**src/hw/rtl/qapm_pkg.sv**
```systemverilog
// ----------------------------------------------------------------------------
// qapm_pkg
// Shared widths, register indexes and types for the attitude controller and
// X mixer.
// ----------------------------------------------------------------------------
package qapm_pkg;

    localparam int AXES       = 4;
    localparam int ANGLE_W    = 16;              // width of an angle field
    localparam int ANGLE_BITS = 16;              // bits of each angle in use
    localparam int ERR_W      = ANGLE_BITS + 1;
    localparam int DIF_W      = ERR_W + 1;
    localparam int GAIN_W     = 16;
    localparam int GAINS_W    = 3 * GAIN_W;
    localparam int PROD_W     = GAIN_W + DIF_W;
    localparam int SUM_W      = PROD_W + 2;
    localparam int TERM_SHIFT = 15;
    localparam int SHR_W      = SUM_W - TERM_SHIFT;
    localparam int TERM_W     = 16;
    localparam int MIX_W      = TERM_W + 2;
    localparam int VAL_W      = MIX_W + 1;
    localparam int MOTOR_W    = 12;
    localparam int REF_SLOT_W = 16;

    localparam int CFG_IDX_W  = 3;
    localparam int CFG_DATA_W = 64;

    localparam logic [CFG_IDX_W-1:0] REG_GAINS_ROLL  = 3'd0;
    localparam logic [CFG_IDX_W-1:0] REG_GAINS_PITCH = 3'd1;
    localparam logic [CFG_IDX_W-1:0] REG_GAINS_YAW   = 3'd2;
    localparam logic [CFG_IDX_W-1:0] REG_GAINS_LIFT  = 3'd3;
    localparam logic [CFG_IDX_W-1:0] REG_REFERENCE   = 3'd4;
    localparam logic [CFG_IDX_W-1:0] REG_TRIM        = 3'd5;
    localparam logic [CFG_IDX_W-1:0] REG_OUT_MIN     = 3'd6;
    localparam logic [CFG_IDX_W-1:0] REG_OUT_MAX     = 3'd7;

    localparam logic [GAINS_W-1:0]    GAINS_PITCH_RST = 48'h0000_0200_0280;
    localparam logic [GAINS_W-1:0]    TRIM_RST        = 48'h5DC_5DC_5DC_5C8;
    localparam logic [MOTOR_W-1:0]    OUT_MIN_RST     = 12'd1000;
    localparam logic [MOTOR_W-1:0]    OUT_MAX_RST     = 12'd2000;

    localparam int AX_ROLL  = 0;
    localparam int AX_PITCH = 1;
    localparam int AX_YAW   = 2;
    localparam int AX_LIFT  = 3;

    typedef struct packed {
        logic load_prod;   // take new products
        logic load_term;   // take new saturated term
    } qapm_lane_ctrl_t;

    typedef struct packed {
        logic load;        // output register takes a beat
        logic upd;         // beat recomputes the motors
    } qapm_mix_ctrl_t;

endpackage

```
**src/hw/rtl/qapm_lane.sv**
```systemverilog
// ----------------------------------------------------------------------------
// qapm_lane
// One axis: three gain products, then sum, truncate toward zero, saturate.
// ----------------------------------------------------------------------------
module qapm_lane
    import qapm_pkg::*;
(
    input  logic                      clk,
    input  logic [GAINS_W-1:0]        gains,
    input  logic signed [ERR_W-1:0]   err,
    input  logic signed [ERR_W-1:0]   prev,
    input  qapm_lane_ctrl_t           ctrl,
    output logic signed [TERM_W-1:0]  term
);

    logic signed [GAIN_W-1:0] kp;
    logic signed [GAIN_W-1:0] kd;
    logic signed [GAIN_W-1:0] ki;
    logic signed [DIF_W-1:0]  err_x;
    logic signed [DIF_W-1:0]  dif;
    logic signed [DIF_W-1:0]  acc;

    logic signed [PROD_W-1:0] prod_p_reg;
    logic signed [PROD_W-1:0] prod_d_reg;
    logic signed [PROD_W-1:0] prod_i_reg;
    logic signed [SUM_W-1:0]  sum;
    logic signed [SUM_W-1:0]  biased;
    logic signed [SHR_W-1:0]  shr;
    logic signed [TERM_W-1:0] term_next;
    logic signed [TERM_W-1:0] term_reg;

    assign kp    = signed'(gains[GAIN_W-1:0]);
    assign kd    = signed'(gains[2*GAIN_W-1:GAIN_W]);
    assign ki    = signed'(gains[3*GAIN_W-1:2*GAIN_W]);
    assign err_x = DIF_W'(err);
    assign dif   = err_x - DIF_W'(prev);
    assign acc   = err_x + DIF_W'(prev);

    always_ff @(posedge clk)
    begin
        if (ctrl.load_prod)
        begin
            prod_p_reg <= PROD_W'(kp * err_x);
            prod_d_reg <= PROD_W'(kd * dif);
            prod_i_reg <= PROD_W'(ki * acc);
        end
    end

    // round toward zero: bias negative sums before the arithmetic shift
    always_comb
    begin
        sum    = SUM_W'(prod_p_reg) + SUM_W'(prod_d_reg) + SUM_W'(prod_i_reg);
        biased = sum + (sum[SUM_W-1] ? SUM_W'((1 << TERM_SHIFT) - 1) : SUM_W'(0));
        shr    = SHR_W'(biased >>> TERM_SHIFT);
        if (shr > SHR_W'((1 << (TERM_W - 1)) - 1))
            term_next = TERM_W'((1 << (TERM_W - 1)) - 1);
        else if (shr < -SHR_W'(1 << (TERM_W - 1)))
            term_next = TERM_W'(-(1 << (TERM_W - 1)));
        else
            term_next = TERM_W'(shr);
    end

    always_ff @(posedge clk)
    begin
        if (ctrl.load_term)
            term_reg <= term_next;
    end

    assign term = term_reg;

endmodule

```
**config.mk**
```make
export PLATFORM = sky130hd
export DESIGN_NAME = qapm_lane
export DESIGN_NICKNAME = d
export VERILOG_FILES = /design/src/hw/rtl/qapm_pkg.sv /design/src/hw/rtl/qapm_lane.sv
export SDC_FILE = /design/constraint.sdc
export NUM_CORES = 2
export LEC_CHECK = 0
export ABC_AREA = 1
export BUFFER_PORTS_ARGS = -buffer_cell sky130_fd_sc_hd__clkbuf_2
export CORE_AREA = 2 2 324 326
export DETAILED_ROUTE_END_ITERATION = 8
export DIE_AREA = 0 0 326 328
export PLACE_DENSITY = 0.66
export SYNTH_ARGS = -nofsm -noshare
export SYNTH_HDL_FRONTEND = slang
export SYNTH_SLANG_ARGS = --single-unit
```
**constraint.sdc**
```tcl
create_clock -name clk -period 18.82 [get_ports clk]
set_input_delay 1.882 -clock clk [delete_from_list [all_inputs] [get_ports clk]]
set_output_delay 1.882 -clock clk [all_outputs]
set_load 0.02 [all_outputs]
```
==> metrics.json <==
{
  "final_max_slew_viol_count": 0,
  "design.die.area_um2": 107000,
  "path_class": "in2reg",
  "clockRootBuffer": "sky130_fd_sc_hd__clkbuf_16",
  "grtUsageTotal_pct": 21.3,
  "synthesis.area_um2": 41100,
  "via_count_of_the_first_global_routing_pass": 33200,
  "routed_wirelength_um": 110000,
  "timing.hold.worst.class": "reg2reg",
  "clkLatencyLatePin_ns": 0.44,
  "cts.reportedPaths.clkPinSlew_ns": 0.07,
  "post_synth_main_area_contributors": "sky130_fd_sc_hd__fa_1 43%, sky130_fd_sc_hd__inv_1 12%, sky130_fd_sc_hd__ha_1 10%",
  "run_status": "finished clean",
  "layout.nets": 6326,
  "fmax_mhz": 96.9,
  "routed-via-count": 31600,
  "report.final.setup_viol": 0,
  "clock_sink_count": 117,
  "cts_hold_buf": 0,
  "rsz0062_at_grt": "false",
  "layout-drive-gt1-share_pct": 4.97,
  "seq_area_frac_synth_pct": 8.56,
  "portBuffers": 100,
  "boundaryPins": 101,
  "die_h_um": 328,
  "timing.final.crit_share_pct": 54.8,
  "crit_slowest_cell": "sky130_fd_sc_hd__xor2_1",
  "row_count": 118,
  "postSynthCellCount": 4995,
  "hold_fails_final_rpt": 0,
  "synth_nets": 6302,
  "synth_area_leader_cell": "sky130_fd_sc_hd__fa_1",
  "worstPathRequired_ns": 19.00,
  "grt_start_max_net_pins": 72,
  "final_core_util_pct": 42.3,
  "routedWlPerCell_um": 17.2,
  "finClkSkew_ns": 0.0171,
  "dr.pass1.iters": 6,
  "antenna_found_initial": 3,
  "syn-mean-instance-area_um2": 8.22,
  "gpl.final_weighted_congestion": 0.941,
  "remaining_drc_errors": 0,
  "yosys.cell_count.top_type": "sky130_fd_sc_hd__inv_1",
  "coreArea_um2": 103000,
  "crit_path_end_kind": "flip-flop",
  "synth.lib_cells_used.distinct": 54,
  "crit_arrival_ns": 10.50,
  "fin_setup_tns_ns": 0,
  "drt_iter0_markers": 2514,
  "post_cts.repair.setup_buffers": 0,
  "cts-htree-levels": 4,
  "detailed_place_hpwl_um": 95200,
  "synth-edff-count": 117,
  "number_of_buffers_created_by_cts": 17,
  "relSlewSlack_pct": 25.1,
  "max-clock-path-buffers": 2,
  "synth_warnings": 0,
  "ys_dominant_reg_cell": "sky130_fd_sc_hd__edfxtp_1",
  "synthArstFlopShare_pct": 0,
  "synth_top_cell_area_share_pct": 42.9,
  "min_path_cells": 7,
  "setup_crit_start_kind": "input pin",
  "netlist_top_cells_count": "1312 x sky130_fd_sc_hd__inv_1, 1025 x sky130_fd_sc_hd__nand2_1, 880 x sky130_fd_sc_hd__fa_1, 464 x sky130_fd_sc_hd__nor2_1, 342 x sky130_fd_sc_hd__ha_1",
  "synth.ff_latch_count": 117,
  "max_stage_delay_ns": 0.87,
  "floorplan.initialDensity_pct": 39.8,
  "area_delta_synth_final_pct": 6.20,
  "grt_first_pass_wirelength_um": 178000,
  "cts-resized-gates": 0,
  "worstPathMaxFanout": 17,
  "time_the_final_worst_path_needs_with_i_o_delays_and_setup_ns": 10.32,
  "die_width_um": 326,
  "maxCapViolations": 0,
  "cts_tree": "yes",
  "reg2regPathDepth": 23,
  "drt.antenna.violating_nets": 0,
  "grt_remaining_overflow": 0,
  "vias_per_cell": 4.93,
  "transition_at_the_pin_with_the_smallest_max_transition_slack_ns": 1.12
}
## cells by family (layout without fill, tap and decap cells)
family          Yosys count  after routing  share of synthesized area (%)
buf+inv                1456           1493                           13.4
simple gates           1719           1719                           17.0
compound gates          320            320                           4.37
xor+xnor                161            161                           3.43
flops                   117            117                           8.56
other cells               0              1                              0
fa+ha+maj              1222           1222                           53.3
## layout make-up
class	count	area, um^2
Antenna cell	1	2.50
Clock buffer	18	429
Clock inverter	14	201
Fill cell	10300	59600
Inverter	1346	5050
Multi-Input combinational cell	3422	32100
Sequential cell	117	3510
Tap cell	1380	1730
Timing Repair Buffer	115	616
## final timing paths
| check | from | endpoint | slack, ns |
|---|---|---|---|
| min reg2reg | prod_i_reg[0] | term[15] | 1.29 |
| max | err[0] | prod_i_reg[33] | 8.50 |
| max reg2reg | prod_p_reg[30] | term[11] | 13.27 |
| min | prod_i_reg[0] | term[15] | 1.29 |
## metal layers
layer  share of wire, %  track usage, %
met4                2.5            5.31
met3                6.3            2.43
met2                 49            36.7
met1                 42            28.6
met5              0.012               0
## worst max-delay path, delay by kind of cell
kind	cells	cell delay, ns
simple gates	10	0.98
fa+ha+maj	9	3.68
buf+inv	8	1.14
compound gates	9	1.78
xor+xnor	2	1.02
## metrics by stage
step | std cells | area (um^2) | worst slack [ns] | hold WS [ns]
6_report | 6413 | 43600 | 8.50 | 1.29
5_1_grt | 6413 | 43600 | 7.75 | 1.37
4_1_cts | 6412 | 43600 | 8.59 | 1.29
3_5_place_dp | 6380 | 43000 | 8.11 | 1.30
3_3_place_gp | 6380 | 43000 | 8.28 | 1.28
2_1_floorplan | 4995 | 41100 | 9.45 | 1.04
## cells in the final DEF (no fill, tap or decap), drive strengths merged, types with 16 or more instances in the layout
cell / synthesis / final
o21ai: 75 / 75
buf: 6 / 16
nor3: 17 / 17
edfxtp: 117 / 117
nand4: 22 / 22
a21oi: 180 / 180
clkbuf: 104 / 117
fa: 880 / 880
clkinv: 20 / 26
ha: 342 / 342
or2: 34 / 34
xor2: 102 / 102
nand3: 100 / 100
nand2: 1053 / 1053
inv: 1326 / 1328
nor2: 479 / 479
xnor2: 59 / 59
Power is not shown: default switching activity piles up to over one toggle a cycle in this logic, so the estimate is an artifact.
