File: config.mk
export PLATFORM = sky130hd
export DESIGN_NAME = qapm_mixer
export DESIGN_NICKNAME = d
export VERILOG_FILES = /design/src/hw/rtl/qapm_pkg.sv /design/src/hw/rtl/qapm_mixer.sv
export SDC_FILE = /design/constraint.sdc
export NUM_CORES = 1
export LEC_CHECK = 0
export BUFFER_PORTS_ARGS = -buffer_cell sky130_fd_sc_hd__buf_2
export CAP_MARGIN = 20
export CORE_MARGIN = 4
export CORE_UTILIZATION = 55
export DETAILED_ROUTE_END_ITERATION = 8
export GPL_TIMING_DRIVEN = 0
export PLACE_DENSITY = 0.79
export SKIP_CTS_REPAIR_TIMING = 1
export SLEW_MARGIN = 20
export SYNTH_ARGS = -nofsm -noshare
export SYNTH_HDL_FRONTEND = slang
export SYNTH_SLANG_ARGS = --single-unit
File: constraint.sdc
create_clock -name clk -period 1 [get_ports clk]
set_clock_uncertainty 0.2 [all_clocks]
set_input_delay 0.2 -clock clk [delete_from_list [all_inputs] [get_ports clk]]
set_output_delay 0.2 -clock clk [all_outputs]
set_load 0.03 [all_outputs]
File: src/hw/rtl/qapm_pkg.sv
// ----------------------------------------------------------------------------
// qapm_pkg
// Shared widths, register indexes and types for the attitude controller and
// X mixer.
// ----------------------------------------------------------------------------
package qapm_pkg;

    localparam int AXES       = 4;
    localparam int ANGLE_W    = 16;              // width of an angle field
    localparam int ANGLE_BITS = 16;              // bits of each angle in use
    localparam int ERR_W      = ANGLE_BITS + 1;
    localparam int DIF_W      = ERR_W + 1;
    localparam int GAIN_W     = 16;
    localparam int GAINS_W    = 3 * GAIN_W;
    localparam int PROD_W     = GAIN_W + DIF_W;
    localparam int SUM_W      = PROD_W + 2;
    localparam int TERM_SHIFT = 15;
    localparam int SHR_W      = SUM_W - TERM_SHIFT;
    localparam int TERM_W     = 16;
    localparam int MIX_W      = TERM_W + 2;
    localparam int VAL_W      = MIX_W + 1;
    localparam int MOTOR_W    = 12;
    localparam int REF_SLOT_W = 16;

    localparam int CFG_IDX_W  = 3;
    localparam int CFG_DATA_W = 64;

    localparam logic [CFG_IDX_W-1:0] REG_GAINS_ROLL  = 3'd0;
    localparam logic [CFG_IDX_W-1:0] REG_GAINS_PITCH = 3'd1;
    localparam logic [CFG_IDX_W-1:0] REG_GAINS_YAW   = 3'd2;
    localparam logic [CFG_IDX_W-1:0] REG_GAINS_LIFT  = 3'd3;
    localparam logic [CFG_IDX_W-1:0] REG_REFERENCE   = 3'd4;
    localparam logic [CFG_IDX_W-1:0] REG_TRIM        = 3'd5;
    localparam logic [CFG_IDX_W-1:0] REG_OUT_MIN     = 3'd6;
    localparam logic [CFG_IDX_W-1:0] REG_OUT_MAX     = 3'd7;

    localparam logic [GAINS_W-1:0]    GAINS_PITCH_RST = 48'h0000_0200_0280;
    localparam logic [GAINS_W-1:0]    TRIM_RST        = 48'h5DC_5DC_5DC_5C8;
    localparam logic [MOTOR_W-1:0]    OUT_MIN_RST     = 12'd1000;
    localparam logic [MOTOR_W-1:0]    OUT_MAX_RST     = 12'd2000;

    localparam int AX_ROLL  = 0;
    localparam int AX_PITCH = 1;
    localparam int AX_YAW   = 2;
    localparam int AX_LIFT  = 3;

    typedef struct packed {
        logic load_prod;   // take new products
        logic load_term;   // take new saturated term
    } qapm_lane_ctrl_t;

    typedef struct packed {
        logic load;        // output register takes a beat
        logic upd;         // beat recomputes the motors
    } qapm_mix_ctrl_t;

endpackage

File: src/hw/rtl/qapm_mixer.sv
// ----------------------------------------------------------------------------
// qapm_mixer
// X mixer: combine lane terms with trims, clamp, hold last motor values.
// ----------------------------------------------------------------------------
module qapm_mixer
    import qapm_pkg::*;
(
    input  logic                      clk,
    input  logic                      rst_n,
    input  logic signed [TERM_W-1:0]  term_roll,
    input  logic signed [TERM_W-1:0]  term_pitch,
    input  logic signed [TERM_W-1:0]  term_lift,
    input  logic [GAINS_W-1:0]        trim,
    input  logic [MOTOR_W-1:0]        out_min,
    input  logic [MOTOR_W-1:0]        out_max,
    input  qapm_mix_ctrl_t            ctrl,
    output logic [MOTOR_W-1:0]        motor [AXES]
);

    logic signed [MIX_W-1:0]   mix   [AXES];
    logic [MOTOR_W-1:0]        clamp [AXES];
    logic [MOTOR_W-1:0]        held_reg  [AXES];
    logic [MOTOR_W-1:0]        motor_reg [AXES];
    logic signed [MIX_W-1:0]   r;
    logic signed [MIX_W-1:0]   p;
    logic signed [MIX_W-1:0]   l;

    assign r = MIX_W'(term_roll);
    assign p = MIX_W'(term_pitch);
    assign l = MIX_W'(term_lift);

    // the yaw term is not wired in, so it drops out of every motor
    assign mix[0] = l - p - r;
    assign mix[1] = l + p - r;
    assign mix[2] = l - p + r;
    assign mix[3] = l + p + r;

    always_comb
    begin
        for (int i = 0; i < AXES; i++)
        begin
            logic signed [VAL_W-1:0] v;
            v = signed'(VAL_W'(trim[i*MOTOR_W +: MOTOR_W])) + VAL_W'(mix[i]);
            if (v > signed'(VAL_W'(out_max)))
                clamp[i] = out_max;
            else if (v < signed'(VAL_W'(out_min)))
                clamp[i] = out_min;
            else
                clamp[i] = MOTOR_W'(v);
        end
    end

    always_ff @(posedge clk or negedge rst_n)
    begin
        if (!rst_n)
        begin
            for (int i = 0; i < AXES; i++)
                held_reg[i] <= '0;
        end
        else if (ctrl.load && ctrl.upd)
        begin
            for (int i = 0; i < AXES; i++)
                held_reg[i] <= clamp[i];
        end
    end

    always_ff @(posedge clk)
    begin
        if (ctrl.load)
        begin
            for (int i = 0; i < AXES; i++)
                motor_reg[i] <= ctrl.upd ? clamp[i] : held_reg[i];
        end
    end

    assign motor = motor_reg;

endmodule

==> out/results.txt, run 1 <==
Gr usage total - 29.1%
First-pass DRT Iterations - 7
CP arrival - 5.63 ns
Setup violators final - 144
Critical path type - input port to flip-flop
Vias in the first global route - 12.4k
Top Family by Delay on Critical Path - compound AO/OA/AOI/OAI gates
First-pass GRT wire length - 65,600 um
Detailed Route WL - 44,500 um
Final Max Slew Viols - 0
Synth warn - 0
CP Capture Type - flip-flop
Endpoints failing hold - 48
Initial Utilization - 56.1%
Largest net degree at the start of global routing - 51
Slew @ Worst Pin - 0.954 ns
Core Box Area - 0.0245 sq mm
Max-Cap Viols - 0
Worst r2r path cells - 1
WL/cell - 20.7 um
Pre-CTS WS - -5.47 ns
Layout cell share with drive strength beyond 1 - 30.0%
Post-Syn Instances - 1,598
Filler cells - 1,810
Routed Antenna Nets - 0
Gr ovfl total - 0
CTS tree - built
Post-layout power - 48.0 mW
RSZ-0062 raised after global routing - yes
Mapped Avg Cell Area - 8.59 sq um
Most Frequent Cell on Critical Path - ha_4
Initial antenna violation count - 1
Slowest CP cell - fa_2
Worst VDD drop - 0.00158 V
I/O Pins - 172
Post-synth top flop - edfxtp_1
Seq/Total Area, Yosys - 19.3%
Clock Path Buffers - 2
Worst setup SP type - input port
Post-synth cell types - 78
Final min period - 5.67 ns
CP max stage delay - 0.43 ns
Failing checks - hold timing, setup timing
Fmax - 0.176 GHz
Syn_nets - 1,994
Critical Path RT - 0.95 ns
Cell row count - 57
EDFF count, synth - 48
Yosys reg bits - 96
Area growth syn-to-layout - 27.8%
Status - finished with violations
Num CTS Buffers - 9
First-iteration detailed-routing DRC count - 1,161
Htree depth - 3
Post-detail-place hpwl - 34,500 um
Root buffer cell - clkbuf_16
CP bufs+invs - 6
Pwr dens - 2740 mW/mm^2
Slew headroom - 36.4%
Hold Crit Class - input port to asynchronous set/reset pin
DRC Markers - 0
Nets - 2,212
Placer congestion estimate - 0.978
CTS sink cnt - 96
Worst-path clk slew - 0.07 ns
Lkg Pwr - 8.05 nW
Synth async-reset ratio - 50.0%
DR vias - 13.4k
Die H - 166 um
Levels on crit path - 29
DIE AREA - 0.0275 sq mm
Final WS setup - -4.67 ns
Cell Area, Synth - 0.0137 sq mm
Worst skew pair latency - 0.35 ns
Drt via density - 6.25
Period utilisation layout - 567%
CP max FO - 3
Min Hold Slack - -0.347 ns
DIE WIDTH - 166 um
Port Buffers - 171
-- through the flow --
step	setup TNS [ns]	area [sq um]	util (%)	hold WS (ns)	instances
2_1_floorplan	-391.83	14300	-	-0.296	1598
3_3_place_gp	-542.46	15500	63.5	0.259	2093
3_5_place_dp	-547.71	15500	63.5	0.253	2093
4_1_cts	-495.96	15800	64.7	-0.107	2109
5_1_grt	-463.96	17500	71.7	-0.290	2145
6_report	-446.13	17500	71.7	-0.347	2146
-- cell families after synthesis --
logic type | Yosys count | synth area share, %
compound gates | 488 | 24.1
xor+xnor | 78 | 4.98
fa+ha+maj | 272 | 27.2
buf+inv | 245 | 6.97
flops | 96 | 19.3
mux | 73 | 5.70
simple gates | 346 | 11.8
-- path summary, 6_finish.rpt --
kind | slack, ns | to | startpoint
max | -4.67 | motor[35] | term_lift[0]
min | -0.35 | held_reg[41] | rst_n
max reg2reg | -0.11 | motor[28] | held_reg[28]
min reg2reg | 0.29 | held_reg[17] | held_reg[17]
max in group asynchronous | 0.49 | held_reg[34] | rst_n
min in group clk | 0.01 | held_reg[16] | out_max[4]
-- synthesized netlist by cell type, drive strengths merged (8+ instances only) --
master	instances	area [sq um]
mux2	41	462
nand4	13	81.3
ha	228	2850
clkbuf	41	155
o211a	8	80.1
nor3	31	155
buf	12	80.1
o22ai	15	119
nor2b	22	138
o21a	14	105
inv	192	721
fa	44	881
a21oi	118	591
mux2i	32	320
xor2	22	193
nand2b	18	113
nand2	112	420
nor2	91	344
o21bai	17	131
nand3	23	115
o211ai	17	133
a211oi	18	135
a22oi	12	100
o21ai	105	526
o221ai	24	210
a21o	43	323
a31oi	32	213
edfxtp	48	1440
dfrtp	48	1200
xnor2	56	490
-- per-layer routing --
metal  global-route usage (%)  up-vias  wire, um
met5                        0        -        13
met2                     48.1      679     20600
li1                         -     6211         -
met1                     38.5     6346     17700
met3                     2.88      182      3260
met4                     13.9        2      2860
-- final cells by class --
| class | count | area [sq um] | area share (%) |
|---|---|---|---|
| clock buffers | 9 | 225 | 1.28 |
| well taps | 324 | 405 | 2.31 |
| diodes | 1 | 2.50 | 0.0143 |
| repair buffers | 212 | 1280 | 7.31 |
| inverters | 192 | 731 | 4.17 |
| multi-input cells | 1257 | 11800 | 67.4 |
| clock inverters | 7 | 72.6 | 0.414 |
| plain buffers | 48 | 349 | 1.99 |
| flip-flops and latches | 96 | 2640 | 15.1 |
-- layout by cell type (no fill, tap or decap), types with 15 or more instances in the layout --
| cell type | netlist | layout |
|---|---|---|
| a31oi_4 | 0 | 17 |
| nor3_1 | 31 | 27 |
| a21oi_1 | 118 | 81 |
| ha_4 | 0 | 21 |
| nor2_1 | 90 | 82 |
| a21oi_2 | 0 | 29 |
| xnor2_1 | 56 | 30 |
| o221ai_2 | 0 | 20 |
| o21ai_1 | 7 | 16 |
| mux2_2 | 41 | 25 |
| o21ai_0 | 98 | 80 |
| nand2b_1 | 18 | 18 |
| buf_2 | 4 | 163 |
| xnor2_2 | 0 | 20 |
| mux2_4 | 0 | 16 |
| edfxtp_1 | 48 | 48 |
| xor2_1 | 22 | 15 |
| ha_1 | 228 | 198 |
| buf_4 | 2 | 38 |
| nand2_1 | 112 | 109 |
| a21o_1 | 43 | 43 |
| o211ai_1 | 16 | 16 |
| mux2i_1 | 32 | 20 |
| dfrtp_1 | 48 | 48 |
| nand3_1 | 23 | 22 |
| nor2b_1 | 22 | 18 |
| inv_1 | 192 | 186 |
| clkbuf_1 | 40 | 23 |
| fa_1 | 44 | 40 |
-- power breakdown --
| part | switching [mW] | internal (mW) |
|---|---|---|
| Clock | 1.66 | 1.77 |
| Sequential | 0.570 | 5.87 |
| Combinational | 21.5 | 16.6 |
(Power assumes the default switching activity.)
==> inputs of run 2 (changes only) <==
ABC_AREA = 1   (was default)
==> out/results.txt, run 2 <==
Critical Path RT - 0.90 ns (was 0.95 ns)
Final Max Slew Viols - 0 (unchanged)
Gr ovfl total - 0 (unchanged)
First-pass GRT wire length - 71,200 um (was 65,600 um)
First-pass DRT Iterations - 8 (was 7)
Fin area - 0.0192 sq mm (was 0.0175 sq mm)
Count leader, synth - nand2_1 (was ha_1)
Period utilisation layout - 528% (was 567%)
EDFF count, synth - 48 (unchanged)
Nets - 2,761 (was 2,212)
Largest net degree at the start of global routing - 50 (was 51)
DRC Markers - 0 (unchanged)
Num CTS Buffers - 9 (unchanged)
Post-synth top flop - edfxtp_1 (unchanged)
CP max FO - 4 (was 3)
Die H - 170 um (was 166 um)
Slew @ Worst Pin - 0.796 ns (was 0.954 ns)
Clock Path Buffers - 2 (unchanged)
Worst-path clk slew - 0.06 ns (was 0.07 ns)
Layout cell share with drive strength beyond 1 - 30.1% (was 30.0%)
Status - finished with violations (unchanged)
Max-Cap Viols - 0 (unchanged)
Hold Crit Class - input port to asynchronous set/reset pin (unchanged)
Worst skew pair latency - 0.35 ns (about the same)
Post-Syn Instances - 2,122 (was 1,598)
Cell row count - 59 (was 57)
Synth warn - 0 (unchanged)
Drt via density - 5.96 (was 6.25)
Min Hold Slack - -0.325 ns (was -0.347 ns)
Final min period - 5.28 ns (was 5.67 ns)
Gr usage total - 30.9% (was 29.1%)
Top cell type's share of synthesized area - 19.7% (was 20.8%)
Root buffer cell - clkbuf_16 (unchanged)
CP Capture Type - flip-flop (unchanged)
I/O Pins - 172 (unchanged)
Yosys reg bits - 96 (unchanged)
Cell Area, Synth - 0.0145 sq mm (was 0.0137 sq mm)
DR vias - 16.1k (was 13.4k)
Htree depth - 3 (unchanged)
Final WS setup - -4.28 ns (was -4.67 ns)
Slew headroom - 46.9% (was 36.4%)
Commonest non-fill, non-tap cell in the layout - nand2_1 (was ha_1)
Failing checks - hold timing, setup timing (unchanged)
Placer congestion estimate - 1.00 (was 0.978)
Seq/Total Area, Yosys - 18.3% (was 19.3%)
Vias in the first global route - 14.0k (was 12.4k)
Synth async-reset ratio - 50.0% (unchanged)
Synth area leaders - ha_1 (20%), nand2_1 (17%), edfxtp_1 (10%) (was ha_1 (21%), edfxtp_1 (11%), dfrtp_1 (8.8%))
Critical path type - input port to flip-flop (unchanged)
Syn_nets - 2,518 (was 1,994)
CP bufs+invs - 4 (was 6)
Routed Antenna Nets - 0 (unchanged)
Slowest CP cell - fa_1 (was fa_2)
Initial Utilization - 55.7% (was 56.1%)
Pre-CTS WS - -4.87 ns (was -5.47 ns)
Port Buffers - 170 (was 171)
Cell taking the most area after synthesis - ha_1 (unchanged)
Pwr dens - 2710 mW/mm^2 (was 2740 mW/mm^2)
RSZ-0062 raised after global routing - yes (unchanged)
First-iteration detailed-routing DRC count - 1,951 (was 1,161)
CP max stage delay - 0.54 ns (was 0.43 ns)
Detailed Route WL - 52,900 um (was 44,500 um)
Fin Setup TNS - -410.67 ns (was -446.13 ns)
Commonest cells after routing, fill and taps aside - nand2_1 (582), inv_1 (268), ha_1 (201), buf_2 (177) (was ha_1 (198), inv_1 (186), buf_2 (163), nand2_1 (109), nor2_1 (82))
Endpoints failing hold - 48 (unchanged)
Post-detail-place hpwl - 38,700 um (was 34,500 um)
DIE AREA - 0.0290 sq mm (was 0.0275 sq mm)
CP arrival - 5.18 ns (was 5.63 ns)
DIE WIDTH - 170 um (was 166 um)
Top cells by count, synth - nand2_1 (662), inv_1 (292), nand3_1 (281) (was ha_1 (228), inv_1 (192), a21oi_1 (118))
Fmax - 0.189 GHz (was 0.176 GHz)
Lkg Pwr - 9.98 nW (was 8.05 nW)
Setup violators final - 144 (unchanged)
Worst setup SP type - input port (unchanged)
WL/cell - 19.5 um (was 20.7 um)
Area growth syn-to-layout - 32.4% (was 27.8%)
Placed cell area - 0.0163 sq mm (was 0.0155 sq mm)
Worst VDD drop - 0.00249 V (was 0.00158 V)
Post-synth cell types - 48 (was 78)
Core Box Area - 0.0260 sq mm (was 0.0245 sq mm)
Mapped Avg Cell Area - 6.82 sq um (was 8.59 sq um)
CTS sink cnt - 96 (unchanged)
Initial antenna violation count - 0 (was 1)
CTS tree - built (unchanged)
Post-layout power - 51.9 mW (was 48.0 mW)
Top Family by Delay on Critical Path - simple AND/OR/NAND/NOR gates (was compound AO/OA/AOI/OAI gates)
[run 2: where the power goes]
part / internal, mW / switching [mW]
clock: 2.17 / 1.54
combinational: 16.0 / 25.9
sequential: 5.72 / 0.638
[run 2: cells by family (layout without fill, tap and decap cells)]
kind of cell               after synthesis  in the layout  share of synthesized area (%)
other                                    0              3                              0
adders and majority gates              272            272                           25.8
xor gates and xnor gates                73             73                           4.65
DFF                                     96             96                           18.3
and+or+nand+nor                       1138           1138                           34.0
buffers and inverters                  347            595                           9.69
AOI/OAI and AO/OA                      196            196                           7.62
[run 2: routing by layer]
metal / GRT usage, % / share of wire, % / vias up
met1: 39.4 / 37 / 7418
met4: 17.1 / 9.2 / 0
li1: - / - / 7365
met5: 0 / 0 / -
met2: 52.0 / 46 / 1022
met3: 2.62 / 8.5 / 333
[run 2: layout make-up]
cell class	count	area, sq um
tap	335	419
timing repair buffer	232	1490
buffer	50	399
multi-input combinational	1679	12800
clock inverter	5	58.8
inverter	297	1140
clock buffer	11	264
fill	1942	6820
antenna	3	7.51
sequential	96	2640
[run 2: path summary, 6_finish.rpt]
check                        startpoint           end  slack [ns]  depth (start not counted)
setup / recovery           term_lift[0]     motor[36]       -4.28                         34
hold / removal                    rst_n   held_reg[4]       -0.32                          1
setup reg to reg           held_reg[31]     motor[31]       -0.04                          2
hold reg to reg            held_reg[11]  held_reg[11]        0.29                          2
max in group asynchronous         rst_n  held_reg[28]        0.46                          1
min in group clk            out_min[10]  held_reg[46]        0.13                          5
[run 2: stage by stage]
| stage | utilization (%) | instances | hold slack, ns |
|---|---|---|---|
| after floorplan | - | 2122 | -0.296 |
| after global placement | 62.5 | 2627 | 0.261 |
| after detailed placement | 62.5 | 2627 | 0.0601 |
| after CTS | 63.8 | 2643 | -0.297 |
| after global routing | 73.7 | 2705 | -0.281 |
| final | 73.8 | 2708 | -0.325 |
